`src/rtl/sps_pkg.sv`:
```
// shared types, codes and coil tables for the stepper phase sequencer
// no dependencies; used by the channel interfaces and the top level
package sps_pkg;

  localparam int STEP_W = 31;
  localparam logic [STEP_W-1:0] MAG_MAX = {STEP_W{1'b1}};
  localparam int PERIOD_W = 16;
  localparam logic [PERIOD_W-1:0] PERIOD_RESET = 16'd500;

  // config register index, taken from paddr[2]
  localparam logic REG_MODE   = 1'b0;
  localparam logic REG_PERIOD = 1'b1;

  typedef enum logic [1:0] {
    CMD_TICK = 2'd0,
    CMD_MOVE = 2'd1,
    CMD_REVS = 2'd2
  } cmd_code_t;

  // wave drive: one coil at a time
  function automatic logic [3:0] wave_pattern(input logic [1:0] idx);
    logic [3:0] pat;
    case (idx)
      2'd0: pat = 4'h1;
      2'd1: pat = 4'h2;
      2'd2: pat = 4'h4;
      default: pat = 4'h8;
    endcase
    return pat;
  endfunction

  // half step: alternate single and paired coils
  function automatic logic [3:0] half_pattern(input logic [2:0] idx);
    logic [3:0] pat;
    case (idx)
      3'd0: pat = 4'h1;
      3'd1: pat = 4'h3;
      3'd2: pat = 4'h2;
      3'd3: pat = 4'h6;
      3'd4: pat = 4'h4;
      3'd5: pat = 4'hC;
      3'd6: pat = 4'h8;
      default: pat = 4'h9;
    endcase
    return pat;
  endfunction

endpackage

```
`src/rtl/sps_cmd_if.sv`:
```
// command channel: valid/ready plus the command word fields
// imports sps_pkg; the field widths are written out as literals
interface sps_cmd_if;
  import sps_pkg::*;

  logic                valid;
  logic                ready;
  logic [1:0]          command;
  logic signed [31:0]  step_count;
  logic signed [15:0]  revolutions;

  modport source (output valid, command, step_count, revolutions, input ready);
  modport sink (input valid, command, step_count, revolutions, output ready);
endinterface

```
`src/rtl/sps_res_if.sv`:
```
// result channel: valid/ready plus the coil status word fields
// depends on sps_pkg for field widths
interface sps_res_if;
  import sps_pkg::*;

  logic              valid;
  logic              ready;
  logic [3:0]        coil_pattern;
  logic              busy_res;
  logic [STEP_W-1:0] steps_done;

  modport source (output valid, coil_pattern, busy_res, steps_done, input ready);
  modport sink (input valid, coil_pattern, busy_res, steps_done, output ready);
endinterface

```
`src/rtl/stepper_phase_sequencer.sv`:
```
// stepper phase sequencer top level: move state, period timer, coil tables
// depends on sps_pkg, sps_cmd_if and sps_res_if
//
//   channel  | dir | handshake           | word
//   ---------+-----+---------------------+---------------------------------------
//   cmd      | in  | valid/ready         | command, step_count, revolutions
//   res      | out | valid/ready         | coil_pattern, busy_res, steps_done
//   apb      | in  | psel/penable/pready | half_step_mode @0, step_period_us @4
//
// every command word is handled at its accepting edge: the move state and the result
// register update together there, so a result is valid in the cycle after its command
// is accepted, and a new word can be taken every cycle while res.ready takes each result
// the single result register is the only buffer; cmd.ready drops only while
// that register holds a word that res.ready does not take
// rst is synchronous and clears move state, the timer and the result valid
module stepper_phase_sequencer #(
  parameter int STEPS_PER_TURN_WAVE = 2048,
  parameter int STEPS_PER_TURN_HALF = 4096
) (
  input  logic        clk,
  input  logic        rst,
  sps_cmd_if.sink     cmd,
  sps_res_if.source   res,
  input  logic        psel,
  input  logic        penable,
  input  logic        pwrite,
  input  logic [2:0]  paddr,
  input  logic [31:0] pwdata,
  output logic [31:0] prdata,
  output logic        pready
);
  import sps_pkg::*;

  // width of the steps-per-turn constant and the revolutions product
  localparam int PER_MAX = (STEPS_PER_TURN_WAVE > STEPS_PER_TURN_HALF) ?
                           STEPS_PER_TURN_WAVE : STEPS_PER_TURN_HALF;
  localparam int PER_W   = $clog2(PER_MAX + 1);
  localparam int PROD_W  = 16 + PER_W;

  // configuration registers
  logic                half_step_mode;
  logic [PERIOD_W-1:0] step_period_us;

  // move state
  logic [STEP_W-1:0]   steps_issued, steps_issued_next;
  logic [STEP_W-1:0]   target_steps, target_steps_next;
  logic                forward, forward_next;
  logic                armed, armed_next;
  logic [PERIOD_W-1:0] period_count, period_count_next;
  logic [3:0]          coil_register, coil_register_next;

  // result register
  logic                res_valid;
  logic [3:0]          res_coil;
  logic                res_busy;
  logic [STEP_W-1:0]   res_steps;

  logic cmd_fire;
  logic cfg_write;

  // ---------------------------------------------------------------------------
  // apb config port, register picked by paddr[2]
  // ---------------------------------------------------------------------------
  assign pready    = 1'b1;
  assign cfg_write = psel && penable && pwrite;

  always_ff @(posedge clk) begin
    if (rst) begin
      half_step_mode <= 1'b0;
      step_period_us <= PERIOD_RESET;
    end else if (cfg_write) begin
      case (paddr[2])
        REG_MODE:   half_step_mode <= pwdata[0];
        REG_PERIOD: step_period_us <= pwdata[PERIOD_W-1:0];
        default: ;
      endcase
    end
  end

  always_comb begin
    case (paddr[2])
      REG_MODE:   prdata = {31'd0, half_step_mode};
      REG_PERIOD: prdata = {{(32-PERIOD_W){1'b0}}, step_period_us};
      default:    prdata = '0;
    endcase
  end

  // ---------------------------------------------------------------------------
  // handshake: take a word whenever the result register is free or draining
  // ---------------------------------------------------------------------------
  assign cmd.ready = !res_valid || res.ready;
  assign cmd_fire  = cmd.valid && cmd.ready;

  // ---------------------------------------------------------------------------
  // move magnitudes
  // ---------------------------------------------------------------------------
  logic              move_neg;
  logic [31:0]       move_abs;
  logic [STEP_W-1:0] move_mag;

  // two's complement magnitude; the most negative count lands on bit 31
  // and saturates with everything else that does not fit
  assign move_neg = cmd.step_count[31];
  assign move_abs = move_neg ? (~cmd.step_count + 32'd1) : cmd.step_count;
  assign move_mag = move_abs[31] ? MAG_MAX : move_abs[STEP_W-1:0];

  logic              revs_neg;
  logic [15:0]       revs_abs;
  logic [PER_W-1:0]  per_turn;
  logic [PROD_W-1:0] revs_prod;
  logic [63:0]       revs_wide;
  logic [STEP_W-1:0] revs_mag;

  assign revs_neg  = cmd.revolutions[15];
  assign revs_abs  = revs_neg ? (~cmd.revolutions + 16'd1) : cmd.revolutions;
  assign per_turn  = half_step_mode ? PER_W'(STEPS_PER_TURN_HALF)
                                    : PER_W'(STEPS_PER_TURN_WAVE);
  assign revs_prod = PROD_W'(revs_abs) * PROD_W'(per_turn);
  assign revs_wide = 64'(revs_prod);
  assign revs_mag  = (|revs_wide[63:STEP_W]) ? MAG_MAX : revs_wide[STEP_W-1:0];

  // ---------------------------------------------------------------------------
  // next coil pattern: table position is the issued count modulo the table
  // length, mirrored when running in reverse
  // ---------------------------------------------------------------------------
  logic [2:0] half_idx;
  logic [1:0] wave_idx;
  logic [3:0] next_pattern;

  assign half_idx     = forward ? steps_issued[2:0] : ~steps_issued[2:0];
  assign wave_idx     = forward ? steps_issued[1:0] : ~steps_issued[1:0];
  assign next_pattern = half_step_mode ? half_pattern(half_idx) : wave_pattern(wave_idx);

  // ---------------------------------------------------------------------------
  // state update for one command word
  // ---------------------------------------------------------------------------
  logic [PERIOD_W-1:0] tick_count;
  logic                expired;

  assign tick_count = period_count + PERIOD_W'(1);
  // a zero period expires on every tick, same as a period of one
  assign expired    = tick_count >= step_period_us;

  always_comb begin
    steps_issued_next  = steps_issued;
    target_steps_next  = target_steps;
    forward_next       = forward;
    armed_next         = armed;
    period_count_next  = period_count;
    coil_register_next = coil_register;
    case (cmd.command)
      CMD_TICK: begin
        if (armed) begin
          period_count_next = tick_count;
          if (expired) begin
            period_count_next = '0;
            if (steps_issued < target_steps) begin
              coil_register_next = next_pattern;
              steps_issued_next  = steps_issued + STEP_W'(1);
            end else begin
              // move finished: coils off, timer stops
              coil_register_next = '0;
              steps_issued_next  = '0;
              target_steps_next  = '0;
              armed_next         = 1'b0;
            end
          end
        end
      end
      CMD_MOVE: begin
        forward_next      = !move_neg && (cmd.step_count != '0);
        target_steps_next = move_mag;
        steps_issued_next = '0;
        period_count_next = '0;
        armed_next        = 1'b1;
      end
      CMD_REVS: begin
        forward_next      = !revs_neg && (revs_mag != '0);
        target_steps_next = revs_mag;
        steps_issued_next = '0;
        period_count_next = '0;
        armed_next        = 1'b1;
      end
      default: ; // unused code: state unchanged, result still reported
    endcase
  end

  always_ff @(posedge clk) begin
    if (rst) begin
      steps_issued  <= '0;
      target_steps  <= '0;
      forward       <= 1'b0;
      armed         <= 1'b0;
      period_count  <= '0;
      coil_register <= '0;
    end else if (cmd_fire) begin
      steps_issued  <= steps_issued_next;
      target_steps  <= target_steps_next;
      forward       <= forward_next;
      armed         <= armed_next;
      period_count  <= period_count_next;
      coil_register <= coil_register_next;
    end
  end

  // ---------------------------------------------------------------------------
  // result register, loaded with the post-update state
  // ---------------------------------------------------------------------------
  always_ff @(posedge clk) begin
    if (rst) begin
      res_valid <= 1'b0;
    end else if (cmd_fire) begin
      res_valid <= 1'b1;
    end else if (res.ready) begin
      res_valid <= 1'b0;
    end
  end

  always_ff @(posedge clk) begin
    if (cmd_fire) begin
      res_coil  <= coil_register_next;
      res_busy  <= armed_next;
      res_steps <= steps_issued_next;
    end
  end

  assign res.valid        = res_valid;
  assign res.coil_pattern = res_coil;
  assign res.busy_res     = res_busy;
  assign res.steps_done   = res_steps;

endmodule
```
`src/flat_wrapper.sv`:
```
// flat-port wrapper written by rule: the top's interface ports become plain ports
module stepper_phase_sequencer_flat import sps_pkg::*;
#(
  parameter int STEPS_PER_TURN_WAVE = 2048,
  parameter int STEPS_PER_TURN_HALF = 4096
)
  (clk, rst, psel, penable, pwrite, paddr, pwdata, prdata, pready, cmd_valid, cmd_command, cmd_step_count, cmd_revolutions, cmd_ready, res_valid, res_coil_pattern, res_busy_res, res_steps_done, res_ready);
  sps_cmd_if cmd_i ();
  sps_res_if res_i ();
  input  logic clk;
  input  logic rst;
  input  logic psel;
  input  logic penable;
  input  logic pwrite;
  input  logic [2:0] paddr;
  input  logic [31:0] pwdata;
  output logic [31:0] prdata;
  output logic pready;
  input wire logic [$bits(cmd_i.valid)-1:0] cmd_valid;
  input wire logic [$bits(cmd_i.command)-1:0] cmd_command;
  input wire logic [$bits(cmd_i.step_count)-1:0] cmd_step_count;
  input wire logic [$bits(cmd_i.revolutions)-1:0] cmd_revolutions;
  output wire logic [$bits(cmd_i.ready)-1:0] cmd_ready;
  output wire logic [$bits(res_i.valid)-1:0] res_valid;
  output wire logic [$bits(res_i.coil_pattern)-1:0] res_coil_pattern;
  output wire logic [$bits(res_i.busy_res)-1:0] res_busy_res;
  output wire logic [$bits(res_i.steps_done)-1:0] res_steps_done;
  input wire logic [$bits(res_i.ready)-1:0] res_ready;
  assign cmd_i.valid = cmd_valid;
  assign cmd_i.command = cmd_command;
  assign cmd_i.step_count = cmd_step_count;
  assign cmd_i.revolutions = cmd_revolutions;
  assign cmd_ready = cmd_i.ready;
  assign res_valid = res_i.valid;
  assign res_coil_pattern = res_i.coil_pattern;
  assign res_busy_res = res_i.busy_res;
  assign res_steps_done = res_i.steps_done;
  assign res_i.ready = res_ready;
  stepper_phase_sequencer #(.STEPS_PER_TURN_WAVE(STEPS_PER_TURN_WAVE), .STEPS_PER_TURN_HALF(STEPS_PER_TURN_HALF)) u_core (.clk(clk), .rst(rst), .cmd(cmd_i), .res(res_i), .psel(psel), .penable(penable), .pwrite(pwrite), .paddr(paddr), .pwdata(pwdata), .prdata(prdata), .pready(pready));
endmodule
```
`config.mk`:
```
export PLATFORM = sky130hd
export DESIGN_NAME = stepper_phase_sequencer_flat
export DESIGN_NICKNAME = d
export VERILOG_FILES = /design/src/rtl/sps_pkg.sv /design/src/rtl/sps_cmd_if.sv /design/src/rtl/sps_res_if.sv /design/src/rtl/stepper_phase_sequencer.sv /design/src/flat_wrapper.sv
export SDC_FILE = /design/constraint.sdc
export NUM_CORES = 1
export LEC_CHECK = 0
export ABC_AREA = 1
export BUFFER_PORTS_ARGS = -buffer_cell sky130_fd_sc_hd__buf_2
export CAP_MARGIN = 10
export CORE_ASPECT_RATIO = 0.8
export CORE_UTILIZATION = 40
export DETAILED_ROUTE_END_ITERATION = 8
export GPL_TIMING_DRIVEN = 1
export SYNTH_ARGS = -nofsm -noshare
export SYNTH_HDL_FRONTEND = slang
export SYNTH_SLANG_ARGS = --single-unit
```
`constraint.sdc`:
```
create_clock -name clk -period 5.4 [get_ports clk]
set_input_delay 0.54 -clock clk [delete_from_list [all_inputs] [get_ports clk]]
set_output_delay 0.54 -clock clk [all_outputs]
set_load 0.005 [all_outputs]
```
## Word level (Yosys, flattened, before mapping)

Cells that the tools add are included.

| word-level totals | value |
|---|---|
| register bits after elaboration | 138 |
| output and inout bits | 71 |
| logic and storage cells | 93 |

| operators by class | value |
|---|---|
| add/subtract/negate cells | 4 |
| $mul | 1 |
| $lt $le $gt $ge | 2 |
| equality and inequality tests | 13 |
| mux-type cells | 32 |
| bitwise gates (word level) | 5 |
| reductions and logical operators | 24 |

Operator list:

| kind | number |
|---|---|
| 2-to-1 mux 31 bit | 7 |
| case mux 31 bit (3 select lines) | 1 |
| case mux 32 bit (2 select lines) | 1 |
| case mux 31 bit (2 select lines) | 1 |
| 2-to-1 mux 16 bit | 3 |
| adder 16 x 1 -> 16 bit, second input constant | 2 |
| adder 32 x 1 -> 32 bit, second input constant | 1 |
| 2-to-1 mux 32 bit | 1 |
| NOT 32 bit | 1 |
| case mux 16 bit (2 select lines) | 1 |
| nonzero test 32 bit | 1 |
| adder 31 x 1 -> 31 bit, second input constant | 1 |
| < comparator 31 bit | 1 |
| nonzero test 31 bit | 1 |
| multiplier 16 x 13 -> 29 bit | 1 |
| case mux 4 bit (7 select lines) | 1 |
| 2-to-1 mux 4 bit | 5 |
| >= comparator 16 bit | 1 |
| NOT 16 bit | 1 |
| 2-to-1 mux 13 bit | 1 |
| case mux 4 bit (3 select lines) | 1 |
| equality test 3 bit, second input constant | 3 |
| equality test 3 x 2 -> 1 bit, second input constant | 2 |
| AND reduction 2 bit | 3 |
| 22 further kinds | 39 |

## Logic depth before layout (Yosys ltp)

| depth | value |
|---|---|
| depth after elaboration | 9 |
| gate-level depth with buffers | 27 |

## Least setup slack after synthesis

No wires, ideal clock.

| path | value |
|---|---|
| kind | input to register |
| from | input port cmd_revolutions[0] |
| to | register u_core.forward |
| library setup time | 0.119 ns |
| data arrival time | 3.778 ns |
| data required time | 5.281 ns |
| slack | 1.502 ns |
| stages on the path | 20 |
| cell sequence | inv_1 > ha_1 > nand4_1 > nand3b_1 > nor2_1 > a31oi_1 > xor2_1 > and2_1 > ha_1 > ha_1 > ha_1 > ha_1 > ha_1 > ha_1 > nand3_1 > nand2_1 > nor2_1 > nand4_1 > nand2_1 > a21oi_1 |

| between the ends | value |
|---|---|
| longest elaborated chain between the ends | 7 |

Ends and longest elaborated chain:

| what | line | source |
|---|---|---|
| from (decl) | flat_wrapper.sv:22 | `input wire logic [$bits(cmd_i.revolutions)-1:0] cmd_revolutions;` |
| NOT 16 bit | stepper_phase_sequencer.sv:115 | `assign revs_abs = revs_neg ? (~cmd.revolutions + 16'd1) : cmd.revolutions;` |
| adder 16 x 1 -> 16 bit | stepper_phase_sequencer.sv:115 |  |
| 2-to-1 mux 16 bit * | stepper_phase_sequencer.sv:115 |  |
| multiplier 16 x 13 -> 29 bit * | stepper_phase_sequencer.sv:118 | `assign revs_prod = PROD_W'(revs_abs) * PROD_W'(per_turn);` |
| nonzero test 31 bit * | stepper_phase_sequencer.sv:178 | `forward_next = !revs_neg && (revs_mag != '0);` |
| logical AND 1 bit * | stepper_phase_sequencer.sv:178 |  |
| case mux 1 bit (2 select lines) * | stepper_phase_sequencer.sv:151 | `case (cmd.command)` |
| to (signal assigned) | stepper_phase_sequencer.sv:199 | `forward <= forward_next;` |
| to (decl) | stepper_phase_sequencer.sv:47 | `logic forward, forward_next;` |

Mark *: on every way between the ends. The rest lies on a longest branch, timed or not.
A chain may end at the register's enable or synchronous reset.

## Final worst setup path

| path | value |
|---|---|
| from | register u_core.period_count[0] |
| to | register u_core.target_steps[26] |

| between the ends | value |
|---|---|
| longest elaborated chain between the ends | 4 |

Ends and longest elaborated chain:

| what | line | source |
|---|---|---|
| from (decl) | stepper_phase_sequencer.sv:49 | `logic [PERIOD_W-1:0] period_count, period_count_next;` |
| from (signal assigned) | stepper_phase_sequencer.sv:201 | `period_count <= period_count_next;` |
| adder 16 x 1 -> 16 bit | stepper_phase_sequencer.sv:140 | `assign tick_count = period_count + PERIOD_W'(1);` |
| >= comparator 16 bit | stepper_phase_sequencer.sv:142 | `assign expired = tick_count >= step_period_us;` |
| inequality test 2 x 1 -> 1 bit (no line) | n/a |  |
| AND reduction 5 bit (no line) | n/a |  |
| to (signal assigned) | stepper_phase_sequencer.sv:198 | `target_steps <= target_steps_next;` |
| to (decl) | stepper_phase_sequencer.sv:46 | `logic [STEP_W-1:0] target_steps, target_steps_next;` |

Every way passes these cells.

==> flow_summary.ini <==
[setup_path]
crit_path_end_kind = register
crit_family = simple AND/OR/NAND/NOR gates
critPathLaunchType = register
cpMostUsedCell = nand3_1
critPathMaxFanout = 28
crit_required_ps = 5730
crit_buf_inv = 4
slowest_delay_ps = 400
crit_slowest_cell = nand2_2
r2r-start = u_core.period_count[0]
crit_type = register to register
cp_cell_sequence = ha_1 > nand2_1 > nor2_1 > nand3_1 > nor3_1 > xnor2_1 > inv_1 > ha_1 > nand2_1 > nor3_2 > nand3_1 > nand3_1 > buf_4 > nand2_1 > inv_2 > nand3_4 > nand2_2 > buf_4 > nand3_1 > nor2b_1
startpoint = u_core.period_count[0]
arrival_ps = 4390

[sta]
setup-violations-final = 0
skew_ps = 10.8
maxSlewViolCount = 0
hold_viol_final = 0
fin_crit_sh_pct = 75.1
min_period_ps = 4060
fmax_mhz = 246
fin_ws_ps = 1340
tightest_slew_ps = 990
tns_ps = 0
rsz0062_at_grt = false
slew_headroom_pct = 33.8

[hold_path]
hold_class = input pin to register
hp-start = pwdata[8]

[global_routing]
grt_util_all_layers_pct = 22.9
overflow = 0
antenna_found_initial = 1
grt_pass1_vias = 10557
grt_max_degree = 77
grt_pass1_wl_mm = 54.2

[drt]
drc = 2
num_vias = 11543
routed_wirelength_mm = 32.9
wl_per_cell_um = 14.1
first_pass_iters = 9
via_per_inst = 4.95
drt_iter0_drc = 789
ant_nets = 0

[clock_tree]
htree_levels = 4
cts_buffers = 17
root_buffer = clkbuf_16
post-cts-setup-buffer-count = 0
post_cts_resize_count = 0
clkSlewWorstSetupHoldPaths_ps = 60
clock_path_buffers = 2
ctsHoldBuffers = 0
cts_tree = yes
clock_latency_ps = 440
cts.sinks = 138

[power_and_ir_drop]
cellLeakagePower_uw = 0.00687
pwr_density_cell_mw_per_mm2 = 240
total_power_uw = 3160
ir_drop_mv = 0.270

[synth]
synth_seq_cells = 138
synth_edf_count = 36
synth_ff_type = dfxtp_1
yosysWarnings = 0
synth_cell_types = 48
seq_area_frac_synth_pct = 26.7
syn_area_mm2 = 0.0117
async_flop_share_pct = 0
synthCells = 1841
syn_area_per_cell_um2 = 6.35

[finish]
syn2layout_area_growth_pct = 12.3
layout-drive-gt1-share_pct = 10.2
final_area_mm2 = 0.0131
num-nets-final = 2141
fill_cells = 3032

[floorplan]
core_mm2 = 0.0285
die_w_um = 193
rows = 55
die-area_mm2 = 0.0299
fp.dieH_um = 155
start_util_pct = 41.0
io_pins = 163

[outcome]
violations = DRC
status = finished with violations

[placed_design]
place_congestion = 0.920
io_buffers = 127
pre_cts_slack_ps = 1030
dpl_cell_area_mm2 = 0.0126
hpwl_mm = 25.2

[flow_run]
maxCapViolCount = 0
## cell type report
cell class                 count  area, µm²  area share (%)
inverter                     269       1010            7.69
tap                          370        463            3.53
antenna                        1       2.50          0.0191
multi-input combinational   1380       7230            55.1
clock buffer                  21        470            3.58
sequential                   138       3120            23.8
clock inverter                11       96.3           0.734
timing repair buffer         140        733            5.58
## cell usage in the layout (no fill, tap or decap), types with 5 or more instances in the layout
master	n
a22oi_1	16
edfxtp_1	36
xor2_1	56
nor2_2	5
inv_2	6
conb_1	31
clkinv_2	5
nor2_1	199
a31oi_1	5
nand3_1	174
buf_4	13
clkbuf_16	17
nand2_2	6
nor3_1	20
o21ai_0	87
buf_2	127
xnor2_1	8
nand3b_1	6
ha_1	101
inv_1	263
a21oi_1	85
dfxtp_1	102
nand4_1	25
nand2_1	515
## worst min-delay path, delay by kind of cell
kind	cells	cell delay (ps)
buffers and inverters	1	80
AOI/OAI and AO/OA	2	110
## metrics by stage
stage / std cells / hold WS [ps] / utilization [%]
2_1_floorplan: 1870 / 444 / -
3_3_place_gp: 2297 / 453 / 44.1
3_5_place_dp: 2297 / 458 / 44.1
4_1_cts: 2329 / 302 / 46.1
5_1_grt: 2329 / 320 / 46.1
6_report: 2330 / 312 / 46.1
## Yosys cell counts (8+ instances only)
cell | n | area share (%)
edfxtp_1 | 36 | 9.2
a22oi_1 | 16 | 1.0
nor2_1 | 200 | 6.4
xor2_1 | 56 | 4.2
buf_2 | 12 | 0.51
dfxtp_1 | 102 | 17
o21ai_0 | 87 | 3.7
xnor2_1 | 8 | 0.60
nand3_1 | 174 | 7.4
a21oi_1 | 85 | 3.6
nand2_1 | 515 | 17
nand4_1 | 25 | 1.3
buf_4 | 22 | 1.4
clkbuf_1 | 40 | 1.3
nor3_1 | 20 | 0.86
ha_1 | 101 | 11
inv_1 | 264 | 8.5
## sequential cells by signal, summed over array words and instances (netlist names)
signal	cells
u_core.res.busy_res	1
u_core.res.coil_pattern	4
u_core.step_period_us	16
u_core.coil_register	4
u_core.steps_issued	31
u_core.period_count	16
u_core.armed	1
u_core.forward	1
u_core.target_steps	31
u_core.half_step_mode	1
u_core.res.steps_done	31
u_core.res.valid	1
## kinds of logic after synthesis
| logic type | count (synthesis) | share of synthesized area (%) |
|---|---|---|
| buffers and inverters | 352 | 12.4 |
| DFF | 138 | 26.7 |
| AOI/OAI and AO/OA | 216 | 10.1 |
| adders and majority gates | 103 | 11.2 |
| other | 2 | 0.0642 |
| xor gates and xnor gates | 64 | 4.79 |
| and+or+nand+nor | 966 | 34.8 |
## final timing paths
kind	endpoint	slack (ps)	depth (start not counted)
setup reg to reg	u_core.target_steps[26]	1340	20
setup / recovery	u_core.target_steps[26]	1340	20
hold / removal	u_core.step_period_us[8]	310	3
hold reg to reg	u_core.period_count[15]	470	2
## routing by layer
layer	vias up	global-route usage, %	routed length [µm]
met5	-	0	0
met4	0	5.88	562
met3	37	4.78	2270
met2	332	33.2	13300
met1	5120	33.9	16700
li1	6054	-	-
## report_power, final
part | total (µW) | internal (µW) | leakage, µW | switching [µW]
Combinational | 841 | 297 | 0.00539 | 545
Clock | 1140 | 667 | 0.000279 | 472
Sequential | 1180 | 1120 | 0.00120 | 50.9
Total | 3160 | 2090 | 0.00687 | 1070
Note: power is estimated with default switching activity, not from simulation.
